<file path="src/rtl/core/rcr_pkg.sv">
// ----------------------------------------------------------------------------
// rcr_pkg
// Shared types, constants and tables for the report checksum and key resync
// block.
// ----------------------------------------------------------------------------
`default_nettype none

package rcr_pkg;

   localparam int KEY_LEN       = 8;
   localparam int KEY_IDX_W     = $clog2(KEY_LEN);
   localparam int SUM_BYTES     = 13;
   localparam int REPORT_LEN    = 14;
   localparam int QUEUE_DEPTH_DEFAULT = 4;

   localparam logic [7:0] SUM_SEED          = 8'h21;
   localparam logic [7:0] RETRY_LIMIT_RESET = 8'd3;

   // configuration port
   localparam int CSR_ADDR_W = 3;
   localparam int CSR_DATA_W = 32;
   localparam logic [CSR_ADDR_W-3:0] REG_RETRY_LIMIT = '0;

   // status codes
   localparam logic [1:0] STATUS_VALID  = 2'd0;
   localparam logic [1:0] STATUS_FAILED = 2'd1;
   localparam logic [1:0] STATUS_SHORT  = 2'd2;

   // request kinds and result kinds
   localparam logic KIND_REPORT = 1'b0;
   localparam logic KIND_OPEN   = 1'b1;
   localparam logic OUT_STATUS  = 1'b0;
   localparam logic OUT_KEY     = 1'b1;

   typedef enum logic [1:0] {
      OP_ADD = 2'd0,
      OP_SUB = 2'd1,
      OP_XOR = 2'd2
   } op_type;

   // work handed from front to back
   typedef enum logic [1:0] {
      CMD_STATUS = 2'd0,   // status result only
      CMD_KEY    = 2'd1,   // key bytes, last one ends the run
      CMD_RESEND = 2'd2    // key bytes, then a status result
   } cmd_kind_type;

   typedef struct packed {
      cmd_kind_type kind;
      logic [1:0]   status;
   } cmd_type;

   function automatic op_type sum_op(input logic [3:0] pos);
      op_type op;
      case (pos) inside
         4'd0, 4'd4, 4'd5, 4'd8, 4'd9: op = OP_ADD;
         4'd1, 4'd2, 4'd10, 4'd11:     op = OP_SUB;
         default:                      op = OP_XOR;
      endcase
      return op;
   endfunction

   function automatic logic [7:0] key_at(input logic [KEY_IDX_W-1:0] idx);
      logic [7:0] k;
      unique case (idx)
         3'd0:    k = 8'h01;
         3'd1:    k = 8'h12;
         3'd2:    k = 8'h6F;
         3'd3:    k = 8'h32;
         3'd4:    k = 8'h24;
         3'd5:    k = 8'h60;
         3'd6:    k = 8'h17;
         default: k = 8'h21;
      endcase
      return k;
   endfunction

endpackage

`default_nettype wire

</file>
<file path="src/rtl/core/rcr_req_if.sv">
// ----------------------------------------------------------------------------
// rcr_req_if
// Request channel: one report byte or an open command per transfer.
// ----------------------------------------------------------------------------
`default_nettype none

interface rcr_req_if;
   logic       valid;
   logic       ready;
   logic       kind;
   logic [7:0] data_byte;
   logic       last;

   modport source (output valid, output kind, output data_byte, output last, input ready);
   modport sink   (input valid, input kind, input data_byte, input last, output ready);
endinterface

`default_nettype wire

</file>
<file path="src/rtl/core/rcr_rsp_if.sv">
// ----------------------------------------------------------------------------
// rcr_rsp_if
// Response channel: a report status or one key byte per transfer.
// ----------------------------------------------------------------------------
`default_nettype none

interface rcr_rsp_if;
   logic       valid;
   logic       ready;
   logic       out_kind;
   logic [1:0] status;
   logic [7:0] key_byte;
   logic       end_of_run;

   modport source (output valid, output out_kind, output status, output key_byte,
                   output end_of_run, input ready);
   modport sink   (input valid, input out_kind, input status, input key_byte,
                   input end_of_run, output ready);
endinterface

`default_nettype wire

</file>
<file path="src/rtl/core/rcr_front.sv">
// ----------------------------------------------------------------------------
// rcr_front
// Accepts requests, runs the report checksum and failure count, and queues
// the work each request causes.
// ----------------------------------------------------------------------------
`default_nettype none

module rcr_front (
   input  wire logic           clock,
   input  wire logic           reset,
   input  wire logic [7:0]     retry_limit,
   input  wire logic           req_valid,
   output logic                req_ready,
   input  wire logic           req_kind,
   input  wire logic [7:0]     req_data_byte,
   input  wire logic           req_last,
   output logic                push,
   output rcr_pkg::cmd_type    push_cmd,
   input  wire logic           queue_full
);
   import rcr_pkg::*;

   logic [7:0] running_sum_ff,   running_sum_in;
   logic [3:0] byte_position_ff, byte_position_in;
   logic       sum_matched_ff,   sum_matched_in;
   logic [7:0] failure_count_ff, failure_count_in;

   logic       accept;
   logic [7:0] fail_inc;
   logic [7:0] sum_upd;
   logic [3:0] pos_upd;
   logic       matched_upd;

   assign req_ready = !queue_full;
   assign accept    = req_valid && req_ready;
   assign fail_inc  = failure_count_ff + 8'd1;

   always_comb begin
      sum_upd     = running_sum_ff;
      pos_upd     = byte_position_ff;
      matched_upd = sum_matched_ff;
      if (byte_position_ff < 4'(SUM_BYTES)) begin
         case (sum_op(byte_position_ff))
            OP_ADD:  sum_upd = running_sum_ff + req_data_byte;
            OP_SUB:  sum_upd = running_sum_ff - req_data_byte;
            default: sum_upd = running_sum_ff ^ req_data_byte;
         endcase
         pos_upd = byte_position_ff + 4'd1;
      end else if (byte_position_ff == 4'(SUM_BYTES)) begin
         matched_upd = (running_sum_ff == req_data_byte);
         pos_upd     = byte_position_ff + 4'd1;
      end
   end

   always_comb begin
      running_sum_in   = running_sum_ff;
      byte_position_in = byte_position_ff;
      sum_matched_in   = sum_matched_ff;
      failure_count_in = failure_count_ff;
      push             = 1'b0;
      push_cmd.kind    = CMD_STATUS;
      push_cmd.status  = STATUS_VALID;
      if (accept) begin
         if (req_kind == KIND_OPEN) begin
            failure_count_in = '0;
            push             = 1'b1;
            push_cmd.kind    = CMD_KEY;
         end else if (!req_last) begin
            running_sum_in   = sum_upd;
            byte_position_in = pos_upd;
            sum_matched_in   = matched_upd;
         end else begin
            push             = 1'b1;
            // drop the report once its status is known
            running_sum_in   = SUM_SEED;
            byte_position_in = '0;
            sum_matched_in   = 1'b0;
            if (pos_upd < 4'(REPORT_LEN)) begin
               push_cmd.status = STATUS_SHORT;
            end else if (matched_upd) begin
               failure_count_in = '0;
            end else begin
               push_cmd.status = STATUS_FAILED;
               if (fail_inc >= retry_limit) begin
                  failure_count_in = '0;
                  push_cmd.kind    = CMD_RESEND;
               end else begin
                  failure_count_in = fail_inc;
               end
            end
         end
      end
   end

   always_ff @(posedge clock) begin
      if (reset) begin
         running_sum_ff   <= SUM_SEED;
         byte_position_ff <= '0;
         sum_matched_ff   <= 1'b0;
         failure_count_ff <= '0;
      end else begin
         running_sum_ff   <= running_sum_in;
         byte_position_ff <= byte_position_in;
         sum_matched_ff   <= sum_matched_in;
         failure_count_ff <= failure_count_in;
      end
   end

endmodule

`default_nettype wire

</file>
<file path="src/rtl/core/rcr_queue.sv">
// ----------------------------------------------------------------------------
// rcr_queue
// Short FIFO of pending work between the front and the back.
// ----------------------------------------------------------------------------
`default_nettype none

module rcr_queue #(
   parameter int DEPTH = rcr_pkg::QUEUE_DEPTH_DEFAULT
) (
   input  wire logic        clock,
   input  wire logic        reset,
   input  wire logic        push,
   input  rcr_pkg::cmd_type push_cmd,
   output logic             full,
   input  wire logic        pop,
   output rcr_pkg::cmd_type head_cmd,
   output logic             empty
);
   import rcr_pkg::*;

   localparam int IDX_W = (DEPTH > 1) ? $clog2(DEPTH) : 1;
   localparam int CNT_W = $clog2(DEPTH + 1);

   cmd_type            entries_ff [DEPTH];
   logic [IDX_W-1:0]   wr_ptr_ff, wr_ptr_in;
   logic [IDX_W-1:0]   rd_ptr_ff, rd_ptr_in;
   logic [CNT_W-1:0]   count_ff,  count_in;
   logic               do_push, do_pop;

   assign full     = (count_ff == CNT_W'(DEPTH));
   assign empty    = (count_ff == '0);
   assign do_push  = push && !full;
   assign do_pop   = pop && !empty;
   assign head_cmd = entries_ff[rd_ptr_ff];

   always_comb begin
      wr_ptr_in = wr_ptr_ff;
      rd_ptr_in = rd_ptr_ff;
      count_in  = count_ff;
      if (do_push) begin
         wr_ptr_in = (wr_ptr_ff == IDX_W'(DEPTH - 1)) ? '0 : wr_ptr_ff + 1'b1;
      end
      if (do_pop) begin
         rd_ptr_in = (rd_ptr_ff == IDX_W'(DEPTH - 1)) ? '0 : rd_ptr_ff + 1'b1;
      end
      if (do_push && !do_pop) begin
         count_in = count_ff + 1'b1;
      end else if (do_pop && !do_push) begin
         count_in = count_ff - 1'b1;
      end
   end

   always_ff @(posedge clock) begin
      if (do_push) begin
         entries_ff[wr_ptr_ff] <= push_cmd;
      end
   end

   always_ff @(posedge clock) begin
      if (reset) begin
         wr_ptr_ff <= '0;
         rd_ptr_ff <= '0;
         count_ff  <= '0;
      end else begin
         wr_ptr_ff <= wr_ptr_in;
         rd_ptr_ff <= rd_ptr_in;
         count_ff  <= count_in;
      end
   end

endmodule

`default_nettype wire

</file>
<file path="src/rtl/core/rcr_back.sv">
// ----------------------------------------------------------------------------
// rcr_back
// Expands queued work into response items: key bytes and report status,
// through a registered output stage.
// ----------------------------------------------------------------------------
`default_nettype none

module rcr_back (
   input  wire logic        clock,
   input  wire logic        reset,
   input  rcr_pkg::cmd_type head_cmd,
   input  wire logic        queue_empty,
   output logic             pop,
   output logic             rsp_valid,
   input  wire logic        rsp_ready,
   output logic             rsp_out_kind,
   output logic [1:0]       rsp_status,
   output logic [7:0]       rsp_key_byte,
   output logic             rsp_end_of_run
);
   import rcr_pkg::*;

   logic                 rsp_valid_ff;
   logic                 out_kind_ff;
   logic [1:0]           status_ff;
   logic [7:0]           key_byte_ff;
   logic                 end_of_run_ff;
   logic [KEY_IDX_W-1:0] key_idx_ff,      key_idx_in;
   logic                 status_phase_ff, status_phase_in;

   logic                 load, advance, last_key;
   logic                 gen_kind, gen_end;
   logic [1:0]           gen_status;
   logic [7:0]           gen_key;
   logic                 gen_pop;

   assign load     = !rsp_valid_ff || rsp_ready;
   assign advance  = load && !queue_empty;
   assign last_key = (key_idx_ff == KEY_IDX_W'(KEY_LEN - 1));
   assign pop      = advance && gen_pop;

   always_comb begin
      gen_kind   = OUT_STATUS;
      gen_status = head_cmd.status;
      gen_key    = '0;
      gen_end    = 1'b1;
      gen_pop    = 1'b1;
      unique case (head_cmd.kind)
         CMD_KEY: begin
            gen_kind   = OUT_KEY;
            gen_status = STATUS_VALID;
            gen_key    = key_at(key_idx_ff);
            gen_end    = last_key;
            gen_pop    = last_key;
         end
         CMD_RESEND: begin
            if (!status_phase_ff) begin
               gen_kind   = OUT_KEY;
               gen_status = STATUS_VALID;
               gen_key    = key_at(key_idx_ff);
               gen_end    = 1'b0;
               gen_pop    = 1'b0;
            end
         end
         default: begin
         end
      endcase
   end

   always_comb begin
      key_idx_in      = key_idx_ff;
      status_phase_in = status_phase_ff;
      if (advance) begin
         if (gen_kind == OUT_KEY) begin
            key_idx_in = last_key ? '0 : key_idx_ff + 1'b1;
            // resend: status follows the eighth key byte
            if (head_cmd.kind == CMD_RESEND && last_key) begin
               status_phase_in = 1'b1;
            end
         end
         if (gen_pop) begin
            status_phase_in = 1'b0;
         end
      end
   end

   always_ff @(posedge clock) begin
      if (reset) begin
         rsp_valid_ff    <= 1'b0;
         key_idx_ff      <= '0;
         status_phase_ff <= 1'b0;
      end else begin
         if (load) begin
            rsp_valid_ff <= !queue_empty;
         end
         key_idx_ff      <= key_idx_in;
         status_phase_ff <= status_phase_in;
      end
   end

   always_ff @(posedge clock) begin
      if (advance) begin
         out_kind_ff   <= gen_kind;
         status_ff     <= gen_status;
         key_byte_ff   <= gen_key;
         end_of_run_ff <= gen_end;
      end
   end

   assign rsp_valid      = rsp_valid_ff;
   assign rsp_out_kind   = out_kind_ff;
   assign rsp_status     = status_ff;
   assign rsp_key_byte   = key_byte_ff;
   assign rsp_end_of_run = end_of_run_ff;

endmodule

`default_nettype wire

</file>
<file path="src/rtl/core/report_checksum_resync.sv">
// A status or the first key byte passes the work queue, then the registered output stage
//   of the back end, before it is presented on rsp.
// One report byte per cycle while the queue has room; an open command yields 8 key bytes,
//   a failure at the retry limit 8 and a status, via the single-item output stage.
// The work queue (QUEUE_DEPTH, 4 entries by default) stalls req only when the back end falls behind.
// Reset (synchronous): checksum restarts at seed 0x21, count cleared, retry_limit = 3,
//   queue and output stage emptied; no clearing pass.
// ----------------------------------------------------------------------------
// report_checksum_resync
// Report checksum checker with failure counting and session key resend.
// ----------------------------------------------------------------------------
`default_nettype none

module report_checksum_resync #(
   parameter int QUEUE_DEPTH = rcr_pkg::QUEUE_DEPTH_DEFAULT
) (
   input  wire logic                           clock,
   input  wire logic                           reset,
   rcr_req_if.sink                             req_ch,
   rcr_rsp_if.source                           rsp_ch,
   input  wire logic                           csr_psel,
   input  wire logic                           csr_penable,
   input  wire logic                           csr_pwrite,
   input  wire logic [rcr_pkg::CSR_ADDR_W-1:0] csr_paddr,
   input  wire logic [rcr_pkg::CSR_DATA_W-1:0] csr_pwdata,
   output logic      [rcr_pkg::CSR_DATA_W-1:0] csr_prdata,
   output logic                                csr_pready
);
   import rcr_pkg::*;

   logic [7:0] retry_limit_ff;
   logic       reg_hit;
   logic       csr_write;

   logic       push, queue_full, queue_empty, pop;
   cmd_type    push_cmd, head_cmd;

   assign csr_pready = 1'b1;
   assign reg_hit    = (csr_paddr[CSR_ADDR_W-1:2] == REG_RETRY_LIMIT);
   assign csr_write  = csr_psel && csr_penable && csr_pwrite && reg_hit;
   assign csr_prdata = reg_hit ? CSR_DATA_W'(retry_limit_ff) : '0;

   always_ff @(posedge clock) begin
      if (reset) begin
         retry_limit_ff <= RETRY_LIMIT_RESET;
      end else if (csr_write) begin
         retry_limit_ff <= csr_pwdata[7:0];
      end
   end

   rcr_front u_front (
      .clock         (clock),
      .reset         (reset),
      .retry_limit   (retry_limit_ff),
      .req_valid     (req_ch.valid),
      .req_ready     (req_ch.ready),
      .req_kind      (req_ch.kind),
      .req_data_byte (req_ch.data_byte),
      .req_last      (req_ch.last),
      .push          (push),
      .push_cmd      (push_cmd),
      .queue_full    (queue_full)
   );

   rcr_queue #(.DEPTH(QUEUE_DEPTH)) u_queue (
      .clock    (clock),
      .reset    (reset),
      .push     (push),
      .push_cmd (push_cmd),
      .full     (queue_full),
      .pop      (pop),
      .head_cmd (head_cmd),
      .empty    (queue_empty)
   );

   rcr_back u_back (
      .clock          (clock),
      .reset          (reset),
      .head_cmd       (head_cmd),
      .queue_empty    (queue_empty),
      .pop            (pop),
      .rsp_valid      (rsp_ch.valid),
      .rsp_ready      (rsp_ch.ready),
      .rsp_out_kind   (rsp_ch.out_kind),
      .rsp_status     (rsp_ch.status),
      .rsp_key_byte   (rsp_ch.key_byte),
      .rsp_end_of_run (rsp_ch.end_of_run)
   );

endmodule

`default_nettype wire

</file>
<file path="src/flat_wrapper.sv">
// flat-port wrapper written by rule: the top's interface ports become plain ports
module report_checksum_resync_flat import rcr_pkg::*;
#(
   parameter int QUEUE_DEPTH = rcr_pkg::QUEUE_DEPTH_DEFAULT
)
  (clock, reset, csr_psel, csr_penable, csr_pwrite, csr_paddr, csr_pwdata, csr_prdata, csr_pready, req_ch_valid, req_ch_kind, req_ch_data_byte, req_ch_last, req_ch_ready, rsp_ch_valid, rsp_ch_out_kind, rsp_ch_status, rsp_ch_key_byte, rsp_ch_end_of_run, rsp_ch_ready);
  rcr_req_if req_ch_i ();
  rcr_rsp_if rsp_ch_i ();
  input  wire logic clock;
  input  wire logic reset;
  input  wire logic csr_psel;
  input  wire logic csr_penable;
  input  wire logic csr_pwrite;
  input  wire logic [rcr_pkg::CSR_ADDR_W-1:0] csr_paddr;
  input  wire logic [rcr_pkg::CSR_DATA_W-1:0] csr_pwdata;
  output logic      [rcr_pkg::CSR_DATA_W-1:0] csr_prdata;
  output logic csr_pready;
  input wire logic [$bits(req_ch_i.valid)-1:0] req_ch_valid;
  input wire logic [$bits(req_ch_i.kind)-1:0] req_ch_kind;
  input wire logic [$bits(req_ch_i.data_byte)-1:0] req_ch_data_byte;
  input wire logic [$bits(req_ch_i.last)-1:0] req_ch_last;
  output wire logic [$bits(req_ch_i.ready)-1:0] req_ch_ready;
  output wire logic [$bits(rsp_ch_i.valid)-1:0] rsp_ch_valid;
  output wire logic [$bits(rsp_ch_i.out_kind)-1:0] rsp_ch_out_kind;
  output wire logic [$bits(rsp_ch_i.status)-1:0] rsp_ch_status;
  output wire logic [$bits(rsp_ch_i.key_byte)-1:0] rsp_ch_key_byte;
  output wire logic [$bits(rsp_ch_i.end_of_run)-1:0] rsp_ch_end_of_run;
  input wire logic [$bits(rsp_ch_i.ready)-1:0] rsp_ch_ready;
  assign req_ch_i.valid = req_ch_valid;
  assign req_ch_i.kind = req_ch_kind;
  assign req_ch_i.data_byte = req_ch_data_byte;
  assign req_ch_i.last = req_ch_last;
  assign req_ch_ready = req_ch_i.ready;
  assign rsp_ch_valid = rsp_ch_i.valid;
  assign rsp_ch_out_kind = rsp_ch_i.out_kind;
  assign rsp_ch_status = rsp_ch_i.status;
  assign rsp_ch_key_byte = rsp_ch_i.key_byte;
  assign rsp_ch_end_of_run = rsp_ch_i.end_of_run;
  assign rsp_ch_i.ready = rsp_ch_ready;
  report_checksum_resync #(.QUEUE_DEPTH(QUEUE_DEPTH)) u_core (.clock(clock), .reset(reset), .req_ch(req_ch_i), .rsp_ch(rsp_ch_i), .csr_psel(csr_psel), .csr_penable(csr_penable), .csr_pwrite(csr_pwrite), .csr_paddr(csr_paddr), .csr_pwdata(csr_pwdata), .csr_prdata(csr_prdata), .csr_pready(csr_pready));
endmodule
</file>
<file path="config.mk">
export PLATFORM = sky130hd
export DESIGN_NAME = report_checksum_resync_flat
export DESIGN_NICKNAME = d
export VERILOG_FILES = /design/src/rtl/core/rcr_pkg.sv /design/src/rtl/core/rcr_req_if.sv /design/src/rtl/core/rcr_rsp_if.sv /design/src/rtl/core/rcr_front.sv /design/src/rtl/core/rcr_queue.sv /design/src/rtl/core/rcr_back.sv /design/src/rtl/core/report_checksum_resync.sv /design/src/flat_wrapper.sv
export SDC_FILE = /design/constraint.sdc
export NUM_CORES = 1
export LEC_CHECK = 0
export BUFFER_PORTS_ARGS = -buffer_cell sky130_fd_sc_hd__clkbuf_2
export CORE_MARGIN = 5
export CORE_UTILIZATION = 29
export DETAILED_ROUTE_END_ITERATION = 6
export GPL_TIMING_DRIVEN = 0
export PLACE_DENSITY = 0.6
export REMOVE_ABC_BUFFERS = 1
export SLEW_MARGIN = 40
export SYNTH_ARGS = -nofsm -noshare
export SYNTH_HDL_FRONTEND = slang
export SYNTH_SLANG_ARGS = --single-unit
</file>
<file path="constraint.sdc">
create_clock -name clock -period 3.23 [get_ports clock]
set_input_delay 0.646 -clock clock [delete_from_list [all_inputs] [get_ports clock]]
set_output_delay 0.646 -clock clock [all_outputs]
set_load 0.01 [all_outputs]
</file>
# Word level (Yosys, flattened, before mapping)

Memories as Yosys holds them, arrays and structs flattened. A register that Yosys moved wholly into a read port is not among the register bits.
Cells that the tools add are included.

Output and inout bits: 47
Bits in registers: 53
Memory bits (writable): 16
Word-level logic and storage cells: 138
ROM bits: 0
Latch bits: 0
Memories: 1

Memory list:

| memory                    | words | width | read ports | clocked after Yosys merged registers in | write ports | line            | source |
|---|---|---|---|---|---|---|---|
| u_core.u_queue.entries_ff | 4     | 4     | 1          | 1                                       | 1           | rcr_queue.sv:24 | `cmd_type entries_ff [DEPTH];` |

$mul: 0
Shift-type cells: 0
Reduce and logical (&&, ||, !) cells: 33
Multiplexer cells: 50
Eq/ne operators: 24
Divide/modulo/power cells: 0
$lt $le $gt $ge: 3
Add/subtract/negate cells: 9
Bitwise operators: 3

Operators by type and width:

| operator                                                        | count |
|---|---|
| 8-bit 2-to-1 mux                                                | 9 |
| 7-bit case mux with 7 select lines                              | 1 |
| 8-bit case mux with 2 select lines                              | 2 |
| 2-bit 2-to-1 mux                                                | 13 |
| 4-bit 2-to-1 mux                                                | 6 |
| 4-bit == test, second input constant                            | 5 |
| 3-bit == test, second input constant                            | 5 |
| 1-bit 2-to-1 mux                                                | 13 |
| 1-bit logical AND                                               | 11 |
| 2-bit nonzero test                                              | 5 |
| 3-bit 2-to-1 mux                                                | 3 |
| 3-bit AND reduction                                             | 3 |
| 8-bit by 1-bit adder with 8-bit output, second input constant   | 1 |
| 8-bit adder                                                     | 1 |
| 4-bit by 3-bit == test with 1-bit output, second input constant | 2 |
| 8-bit == test                                                   | 1 |
| 8-bit greater-or-equal comparator                               | 1 |
| 4-bit less-than comparator, second input constant               | 2 |
| 8-bit subtractor                                                | 1 |
| 8-bit bitwise XOR                                               | 1 |
| 3-bit by 1-bit adder with 3-bit output, second input constant   | 2 |
| 2-bit == test, second input constant                            | 3 |
| 3-bit by 2-bit == test with 1-bit output, second input constant | 2 |
| 3-bit logical NOT                                               | 2 |
| 18 further kinds                                                | 27 |

# Logic depth before layout (Yosys ltp)

Gate-level depths: netlist of run 1.

Depth in word-level cells: 9
Mapped depth: 12
Depth with buffers taken out: 12

# Modules after synthesis

A second synthesis of run 1 with hierarchy kept.

Cell total of the unflattened synthesis: 468
Area total of the unflattened synthesis: 4,500.6 sq um

By module, submodules not included:

| module                 | sequential area each (sq um) | cells each | area each (sq um) | instances |
|---|---|---|---|---|
| rcr_front              | 420.4                        | 257        | 1,993.2           | 1 |
| rcr_queue              | 660.6                        | 70         | 1,073.5           | 1 |
| rcr_back               | 430.4                        | 71         | 813.3             | 1 |
| report_checksum_resync | 160.2                        | 70         | 620.6             | 1 |

# Least setup slack after synthesis of run 1

OpenSTA, ideal clock, no wires.

Kind: register to register
Start: register (tool-made name)
End: register u_core.u_queue.count_ff[2]
Library setup time: 0.070 ns
Stages on the path, launching flop included: 13
Period minus slack after synthesis: 3.004 ns
Data arrival time: 2.934 ns
Path buffers: 0
Path slack: 0.226 ns
Path through: dfxtp_1 -> mux4_2 -> inv_1 -> ha_1 -> a21oi_1 -> a21oi_1 -> inv_1 -> ha_1 -> inv_1 -> fa_1 -> xor2_1 -> or3_1 -> a21oi_1

RTL lines:

| element              | line            | source |
|---|---|---|
| to (signal assigned) | rcr_queue.sv:67 | `count_ff <= count_in;` |
| to (decl)            | rcr_queue.sv:27 | `logic [CNT_W-1:0] count_ff, count_in;` |

==> results.sh, run 1 <==
export IMPL_clock_sinks=70
export IMPL_ys_top_cells_by_area="dfxtp_1 20%, edfxtp_1 19%, ha_1 12%"
export IMPL_synth_enable_flop_cells=27
export IMPL_setup_worst_path_start_class="flop"
export IMPL_netlist_top_cell_by_area="dfxtp_1"
export IMPL_seq_power_share_pct=39.1
export IMPL_drv_cap=0
export IMPL_total_power_w=0.00303
export IMPL_via_per_inst=4.71
export IMPL_initial_drt_markers=108
export IMPL_vdd_ir_drop_worst_mv=0.260
export IMPL_avg_inst_size_synth_sq_um=9.27
export IMPL_critPathBufInv=2
export IMPL_1st_pass_router_iterations=4
export IMPL_standard_cell_rows=44
export IMPL_fill_cell_count=1515
export IMPL_final_cell_mix="46 x nor2_1, 46 x clkbuf_2, 42 x dfxtp_1"
export IMPL_htree_num_levels=3
export IMPL_final_min_clock_period_ns=3.03
export IMPL_worst_path_max_delay_cell="mux4_2"
export IMPL_final_hold_viol_count=0
export IMPL_die_w_um=133
export IMPL_hold_ws_ns=0.461
export IMPL_dieHeight_um=133
export IMPL_antenna_found_initial=0
export IMPL_ys_warnings_count=0
export IMPL_syn_inst=470
export IMPL_post_synth_instance_area_sq_mm=0.00436
export IMPL_place_hpwl_um=6790
export IMPL_path_cells="mux4_2, ha_1, a21oi_2, a21oi_1, inv_1, ha_1, inv_1, fa_1, xor2_1, or3_1, a21oi_1"
export IMPL_design_die_area_sq_mm=0.0176
export IMPL_postRouteAntennaNets=0
export IMPL_place_gp_congestion=0.812
export IMPL_power_share_combinational_pct=27.3
export IMPL_run_status="complete, no violations"
export IMPL_place_detailed_instances=685
export IMPL_netSwitchingFraction_pct=30.5
export IMPL_route_detailed_drc=0
export IMPL_cts_hold_buf=0
export IMPL_powerDensity_mw_per_mm2=607
export IMPL_total_switching_power_w=0.000925
export IMPL_rr_endpoint="u_core.u_queue.count_ff[2]$_SDFFE_PP0P_"
export IMPL_grt_setup_unrepaired="no"
export IMPL_timing_critical_path_required_ns=3.48
export IMPL_worstHoldPathType="flop to flop"
export IMPL_dp_slack_ns=-0.0194
export IMPL_setup_violations_final=0
export IMPL_timing_slew_headroom_pct=48.2
export IMPL_cts_root_to_sink_buffers=2
export IMPL_timing_critical_path_arrival_ns=3.27
export IMPL_placeableCoreArea_sq_mm=0.0146
export IMPL_detail_route_wirelength_um=8860
export IMPL_post_route_cells_drive_above_1_share_pct=15.5
export IMPL_seq_area_sq_mm=0.00168
export IMPL_global_route_usage_sum_pct=10.2
export IMPL_timing_critical_path_to_type="flop"
export IMPL_clock_insertion_delay_worst_skew_ns=0.33
export IMPL_synth_ff_latch_count=70
export IMPL_setup_slack_ns=0.203
export IMPL_async_reset_ff_share_pct=0
export IMPL_cts_buffers=9
export IMPL_timing_final_max_slew_violations=0
export IMPL_grt_start_max_net_pins=35
export IMPL_worst_path_largest_cell_delay_ns=0.52
export IMPL_rr_worst_depth=11
export IMPL_port_buffer_count=46
export IMPL_synthFlopType="dfxtp_1"
export IMPL_cp_endpoint="u_core.u_queue.count_ff[2]$_SDFFE_PP0P_"
export IMPL_worst_setup_path_type="flop to flop"
export IMPL_num_io_pins=99
export IMPL_nNetsFinal=608
export IMPL_tightestPinTransition_ns=0.777
export IMPL_grt_first_pass_wirelength_um=15000
export IMPL_max_freq_ghz=0.330
export IMPL_clockPowerShare_pct=33.6
export IMPL_post_synth_top_area_fraction_pct=19.8
export IMPL_crit_family="adder cells"
export IMPL_floorplan_initialDensity_pct=29.8
export IMPL_grt_pass1_vias=3137
export IMPL_synth_cell_types=61
export IMPL_cp_depth=11
export IMPL_seq_area_frac_synth_pct=38.4
export IMPL_cts_tree="done"
export IMPL_leakage_nw=2.11
export IMPL_clock_pin_slew_on_the_worst_setup_and_hold_paths_ns=0.05
export IMPL_antenna_cells=0
export IMPL_wl_per_cell_um=12.6
export IMPL_areaGrowthSynthToFinish_pct=14.5
export IMPL_skew_ns=0.00656
export IMPL_setup_reg_to_reg_worst_slack_ns=0.20
export IMPL_area_used_by_multi_input_combinational_logic_sq_mm=0.00241
export IMPL_num_vias=3300
export IMPL_clock_tree_root_cell="clkbuf_16"
export IMPL_max_fo_critical_path=4
export IMPL_power_internal_w=0.00210
export IMPL_globalRoute_totalOverflow=0
export IMPL_final_cycle_utilization_of_the_critical_path_pct=93.7
export IMPL_finish_cell_count_without_fillers=701
[synth_stat cells, drive strengths merged (5+ instances only)]
cell type  count
a21oi         36
a31oi          5
and3           5
buf           33
clkbuf         6
dfxtp         43
edfxtp        27
ha            41
inv           37
mux2i          7
nand2         35
nand2b         8
nand3         11
nor2          46
nor2b         13
nor3          16
o21ai         16
xnor2         11
xor2           5
[state kept, by name (all words and copies together), names as in the netlist, 2 cells and up, named ones only]
name / flops
u_core.retry_limit_ff: 8
u_core.u_back.key_idx_ff: 3
u_core.u_back.rsp_key_byte: 7
u_core.u_back.rsp_status: 2
u_core.u_front.byte_position_ff: 4
u_core.u_front.failure_count_ff: 8
u_core.u_front.running_sum_ff: 8
u_core.u_queue.count_ff: 3
u_core.u_queue.entries_ff: 16
u_core.u_queue.rd_ptr_ff: 2
u_core.u_queue.wr_ptr_ff: 2
[power by group through the flow]
stage | logic, W | clock network [W] | registers [W]
floorplan | 0.000555 | 0 | 0.00123
global placement | 0.000801 | 0 | 0.00120
detailed placement | 0.000826 | 0 | 0.00120
CTS | 0.000831 | 0.00104 | 0.00119
global route | 0.000936 | 0.00109 | 0.00121
finish | 0.000827 | 0.00102 | 0.00119
[metrics by stage]
step | util (%) | TNS [ns] | area [sq um]
after floorplan | - | 0 | 4190
after global placement | 31.7 | -0.00597 | 4650
after detailed placement | 31.7 | -0.0194 | 4650
after CTS | 33.9 | 0 | 4960
after global routing | 34.1 | 0 | 4990
final | 34.1 | 0 | 4990
[metal layers]
layer  GRT usage (%)  wire length [um]
met4            3.12               101
met5               0                 0
met1            12.8              4030
met3            3.08               537
met2            16.9              4190
[cells by family after synthesis]
kind of cell	count (synthesis)	synth area share [%]
DFF	70	38.4
muxes	12	3.93
and+or+nand+nor	155	18.1
AOI/OAI and AO/OA	95	13.9
buffers and inverters	76	9.16
xor gates and xnor gates	16	3.22
adders and majority gates	44	13.2
other	2	0.172
[cell type report]
type | count | area share [%]
Clock buffer | 10 | 4.59
Clock inverter | 6 | 1.53
Inverter | 37 | 2.78
Multi-Input combinational cell | 348 | 48.3
Sequential cell | 70 | 33.6
Tap cell | 184 | 4.61
Timing Repair Buffer | 46 | 4.61
[worst min path at each step]
stage / depth (start not counted) / startpoint / end / slack [ns]
after floorplan: 2 / u_core.retry_limit_ff[2]$_SDFFE_PP0P_ / u_core.retry_limit_ff[2]$_SDFFE_PP0P_ / 0.43
after global placement: 2 / u_core.retry_limit_ff[2]$_SDFFE_PP0P_ / u_core.retry_limit_ff[2]$_SDFFE_PP0P_ / 0.45
after detailed placement: 2 / u_core.retry_limit_ff[7]$_SDFFE_PP0P_ / u_core.retry_limit_ff[7]$_SDFFE_PP0P_ / 0.46
after CTS: 2 / u_core.retry_limit_ff[7]$_SDFFE_PP0P_ / u_core.retry_limit_ff[7]$_SDFFE_PP0P_ / 0.47
after global routing: 2 / u_core.retry_limit_ff[6]$_SDFFE_PP0P_ / u_core.retry_limit_ff[6]$_SDFFE_PP0P_ / 0.49
final: 2 / u_core.retry_limit_ff[7]$_SDFFE_PP0P_ / u_core.retry_limit_ff[7]$_SDFFE_PP0P_ / 0.46
[tightest hold or removal path: stages, from the launching register on]
cell	delay [ns]
dfxtp_1	0.31
nand2_1	0.05
a21oi_1	0.05
[repair_timing]
action	4_1_cts	5_1_grt
setup buffers	0	0
resized for setup	2	5
setup endpoints to repair	2	9
Note: power is estimated with default switching activity, not from simulation.
==> run 2, diff against run 1 <==
--- a/config.mk
+++ b/config.mk
@@ -5,12 +5,13 @@
 export SDC_FILE = /design/constraint.sdc
 export NUM_CORES = 1
 export LEC_CHECK = 0
+export ABC_AREA = 1
 export BUFFER_PORTS_ARGS = -buffer_cell sky130_fd_sc_hd__clkbuf_2
 export CORE_MARGIN = 5
-export CORE_UTILIZATION = 29
+export CORE_UTILIZATION = 28
 export DETAILED_ROUTE_END_ITERATION = 6
 export GPL_TIMING_DRIVEN = 0
-export PLACE_DENSITY = 0.6
+export PLACE_DENSITY = 0.58
 export REMOVE_ABC_BUFFERS = 1
 export SLEW_MARGIN = 40
 export SYNTH_ARGS = -nofsm -noshare
==> results.sh, run 2 <==
export IMPL_run_status="complete, no violations"
export IMPL_total_switching_power_w=0.00120
export IMPL_nNetsFinal=786
export IMPL_synth_commonest_cells="123 x nand2_1, 113 x inv_1, 83 x nor2_1"
export IMPL_leakage_nw=2.63
export IMPL_post_route_cells_drive_above_1_share_pct=11.9
export IMPL_cts_root_to_sink_buffers=2
export IMPL_synthMostInstantiatedCell="nand2_1"
export IMPL_design_die_area_sq_mm=0.0195
export IMPL_initial_drt_markers=202
export IMPL_syn_inst=645
export IMPL_place_detailed_instances=897
export IMPL_worst_path_most_repeated_cell="inv_1"
export IMPL_final_cycle_utilization_of_the_critical_path_pct=88.5
export IMPL_timing_critical_path_to_type="flop"
export IMPL_cp_endpoint="u_core.u_queue.count_ff[2]$_SDFFE_PP0P_"
export IMPL_final_cell_mix="123 x nand2_1, 110 x inv_1, 83 x nor2_1"
export IMPL_setup_reg_to_reg_worst_slack_ns=0.37
export IMPL_max_fo_critical_path=9
export IMPL_clock_sinks=70
export IMPL_route_detailed_drc=0
export IMPL_num_io_pins=99
export IMPL_placeableCoreArea_sq_mm=0.0165
export IMPL_dp_slack_ns=-0.0355
export IMPL_post_synth_instance_area_sq_mm=0.00471
export IMPL_global_route_usage_sum_pct=10.0
export IMPL_worstHoldPathType="flop to flop"
export IMPL_timing_critical_path_arrival_ns=3.07
export IMPL_max_freq_ghz=0.350
export IMPL_grt_start_max_net_pins=27
export IMPL_globalRoute_totalOverflow=0
export IMPL_ys_warnings_count=0
export IMPL_synthFlopType="dfxtp_1"
export IMPL_setup_slack_ns=0.370
export IMPL_synth_ff_latch_count=70
export IMPL_antenna_found_initial=0
export IMPL_postRouteAntennaNets=0
export IMPL_clockPowerShare_pct=27.4
export IMPL_path_cells="inv_4, nand2_1, a32oi_2, inv_1, ha_1, a21oi_2, o21ai_0, inv_1, nor2_1, inv_1, ha_1, inv_1, fa_1, a21oi_1, o21ai_0, o21ai_1, a21oi_1"
export IMPL_worst_setup_path_type="flop to flop"
export IMPL_1st_pass_router_iterations=4
export IMPL_via_per_inst=4.27
export IMPL_dieHeight_um=140
export IMPL_avg_inst_size_synth_sq_um=7.30
export IMPL_worst_path_largest_cell_delay_ns=0.43
export IMPL_htree_num_levels=3
export IMPL_standard_cell_rows=47
export IMPL_antenna_cells=0
export IMPL_powerDensity_mw_per_mm2=610
export IMPL_drv_cap=0
export IMPL_fill_cell_count=1783
export IMPL_clock_tree_root_cell="clkbuf_16"
export IMPL_final_min_clock_period_ns=2.86
export IMPL_cts_buffers=9
export IMPL_cts_hold_buf=0
export IMPL_timing_critical_path_required_ns=3.44
export IMPL_synth_cell_types=41
export IMPL_worst_path_max_delay_cell="fa_1"
export IMPL_async_reset_ff_share_pct=0
export IMPL_finish_cell_count_without_fillers=915
export IMPL_rr_worst_depth=17
export IMPL_post_synth_top_area_fraction_pct=18.3
export IMPL_largest_register_ffs=16
export IMPL_place_gp_congestion=0.876
export IMPL_netlist_top_cell_by_area="dfxtp_1"
export IMPL_wl_per_cell_um=10.6
export IMPL_seq_area_frac_synth_pct=35.5
export IMPL_power_internal_w=0.00206
export IMPL_largest_register="u_core.u_queue.entries_ff"
export IMPL_floorplan_initialDensity_pct=28.5
export IMPL_timing_slew_headroom_pct=46.6
export IMPL_setup_violations_final=0
export IMPL_setup_worst_path_start_class="flop"
export IMPL_clock_pin_slew_on_the_worst_setup_and_hold_paths_ns=0.06
export IMPL_grt_pass1_vias=3582
export IMPL_grt_first_pass_wirelength_um=16300
export IMPL_clock_insertion_delay_worst_skew_ns=0.33
export IMPL_power_share_combinational_pct=34.8
export IMPL_place_hpwl_um=7410
export IMPL_timing_final_max_slew_violations=0
export IMPL_num_vias=3907
export IMPL_ys_top_cells_by_area="dfxtp_1 18%, edfxtp_1 17%, ha_1 11%"
export IMPL_detail_route_wirelength_um=9670
export IMPL_mostFrequentLayoutCell="nand2_1"
export IMPL_synth_enable_flop_cells=27
export IMPL_port_buffer_count=46
export IMPL_vdd_ir_drop_worst_mv=0.326
export IMPL_skew_ns=0.00633
export IMPL_seq_power_share_pct=37.8
export IMPL_cts_tree="done"
export IMPL_netSwitchingFraction_pct=36.9
export IMPL_tightestPinTransition_ns=0.796
export IMPL_areaGrowthSynthToFinish_pct=13.6
export IMPL_die_w_um=140
export IMPL_final_hold_viol_count=0
export IMPL_rr_endpoint="u_core.u_queue.count_ff[2]$_SDFFE_PP0P_"
-- run 2: area by class of cell --
cell class / instances / area (sq um) / area share (%)
Clock buffer: 10 / 229 / 4.28
Clock inverter: 6 / 37.5 / 0.702
Inverter: 117 / 442 / 8.26
Multi-Input combinational cell: 444 / 2440 / 45.7
Sequential cell: 70 / 1680 / 31.3
Tap cell: 220 / 275 / 5.15
Timing Repair Buffer: 48 / 245 / 4.58
-- run 2: how the worst min path moves through the flow --
stage                                                  start  cells after the start                                            end  slack, ns
2_1_floorplan     u_core.u_back.status_phase_ff$_SDFFE_PP0P_                      2     u_core.u_back.status_phase_ff$_SDFFE_PP0P_       0.45
3_3_place_gp      u_core.u_back.status_phase_ff$_SDFFE_PP0P_                      2     u_core.u_back.status_phase_ff$_SDFFE_PP0P_       0.47
3_5_place_dp   u_core.u_front.running_sum_ff[7]$_SDFFE_PP0P_                      2  u_core.u_front.running_sum_ff[7]$_SDFFE_PP0P_       0.48
4_1_cts        u_core.u_front.running_sum_ff[7]$_SDFFE_PP0P_                      2  u_core.u_front.running_sum_ff[7]$_SDFFE_PP0P_       0.49
5_1_grt        u_core.u_front.running_sum_ff[6]$_SDFFE_PP0P_                      2  u_core.u_front.running_sum_ff[6]$_SDFFE_PP0P_       0.51
6_report       u_core.u_front.running_sum_ff[7]$_SDFFE_PP0P_                      2  u_core.u_front.running_sum_ff[7]$_SDFFE_PP0P_       0.48
-- run 2: worst max-delay path: cells and delay by family, from the launching register on --
family	cells	cell delay, ns
compound gates	7	0.92
fa+ha+maj	3	0.89
buf+inv	5	0.41
flops	1	0.38
simple gates	2	0.15
-- run 2: metal layers --
metal  track usage (%)  vias up  part of all wire (%)
li1                  -     2084                     -
met1              13.0     1732                    49
met2              16.3       86                    44
met3              3.40        5                   5.9
met4              2.04        0                  0.70
met5                 0        -                     0
-- run 2: cell families after synthesis --
kind of cell / synth area share, %
AO/OA/AOI/OAI: 10.3
buffers and inverters: 14.7
other: 0.160
XOR/XNOR: 1.67
adder cells (fa/ha/maj): 12.2
AND/OR/NAND/NOR: 25.5
flip-flops: 35.5
-- run 2: power by group through the flow --
stage	Clock [W]	Sequential (W)	Combinational [W]
floorplan	0	0.00127	0.000771
global placement	0	0.00125	0.00109
detailed placement	0	0.00125	0.00109
CTS	0.000920	0.00123	0.00110
global route	0.000962	0.00126	0.00132
finish	0.000892	0.00123	0.00114
-- run 2: repair_timing --
action                                  4_1_cts  5_1_grt
endpoints found under the setup margin        1        2
buffers inserted                              0        2
resized for setup                             2        6
endpoints found under the hold margin         0        0
-- run 2: stage by stage --
| stage | hold slack (ns) | area, sq um | util, % | setup TNS [ns] | power (W) |
|---|---|---|---|---|---|
| after floorplan | 0.447 | 4540 | - | 0 | 0.00204 |
| after global placement | 0.472 | 5050 | 30.6 | -0.0108 | 0.00234 |
| after detailed placement | 0.476 | 5050 | 30.6 | -0.0355 | 0.00234 |
| after CTS | 0.486 | 5320 | 32.2 | 0 | 0.00326 |
| after global routing | 0.508 | 5350 | 32.4 | -0.00377 | 0.00354 |
| final | 0.481 | 5350 | 32.4 | 0 | 0.00326 |
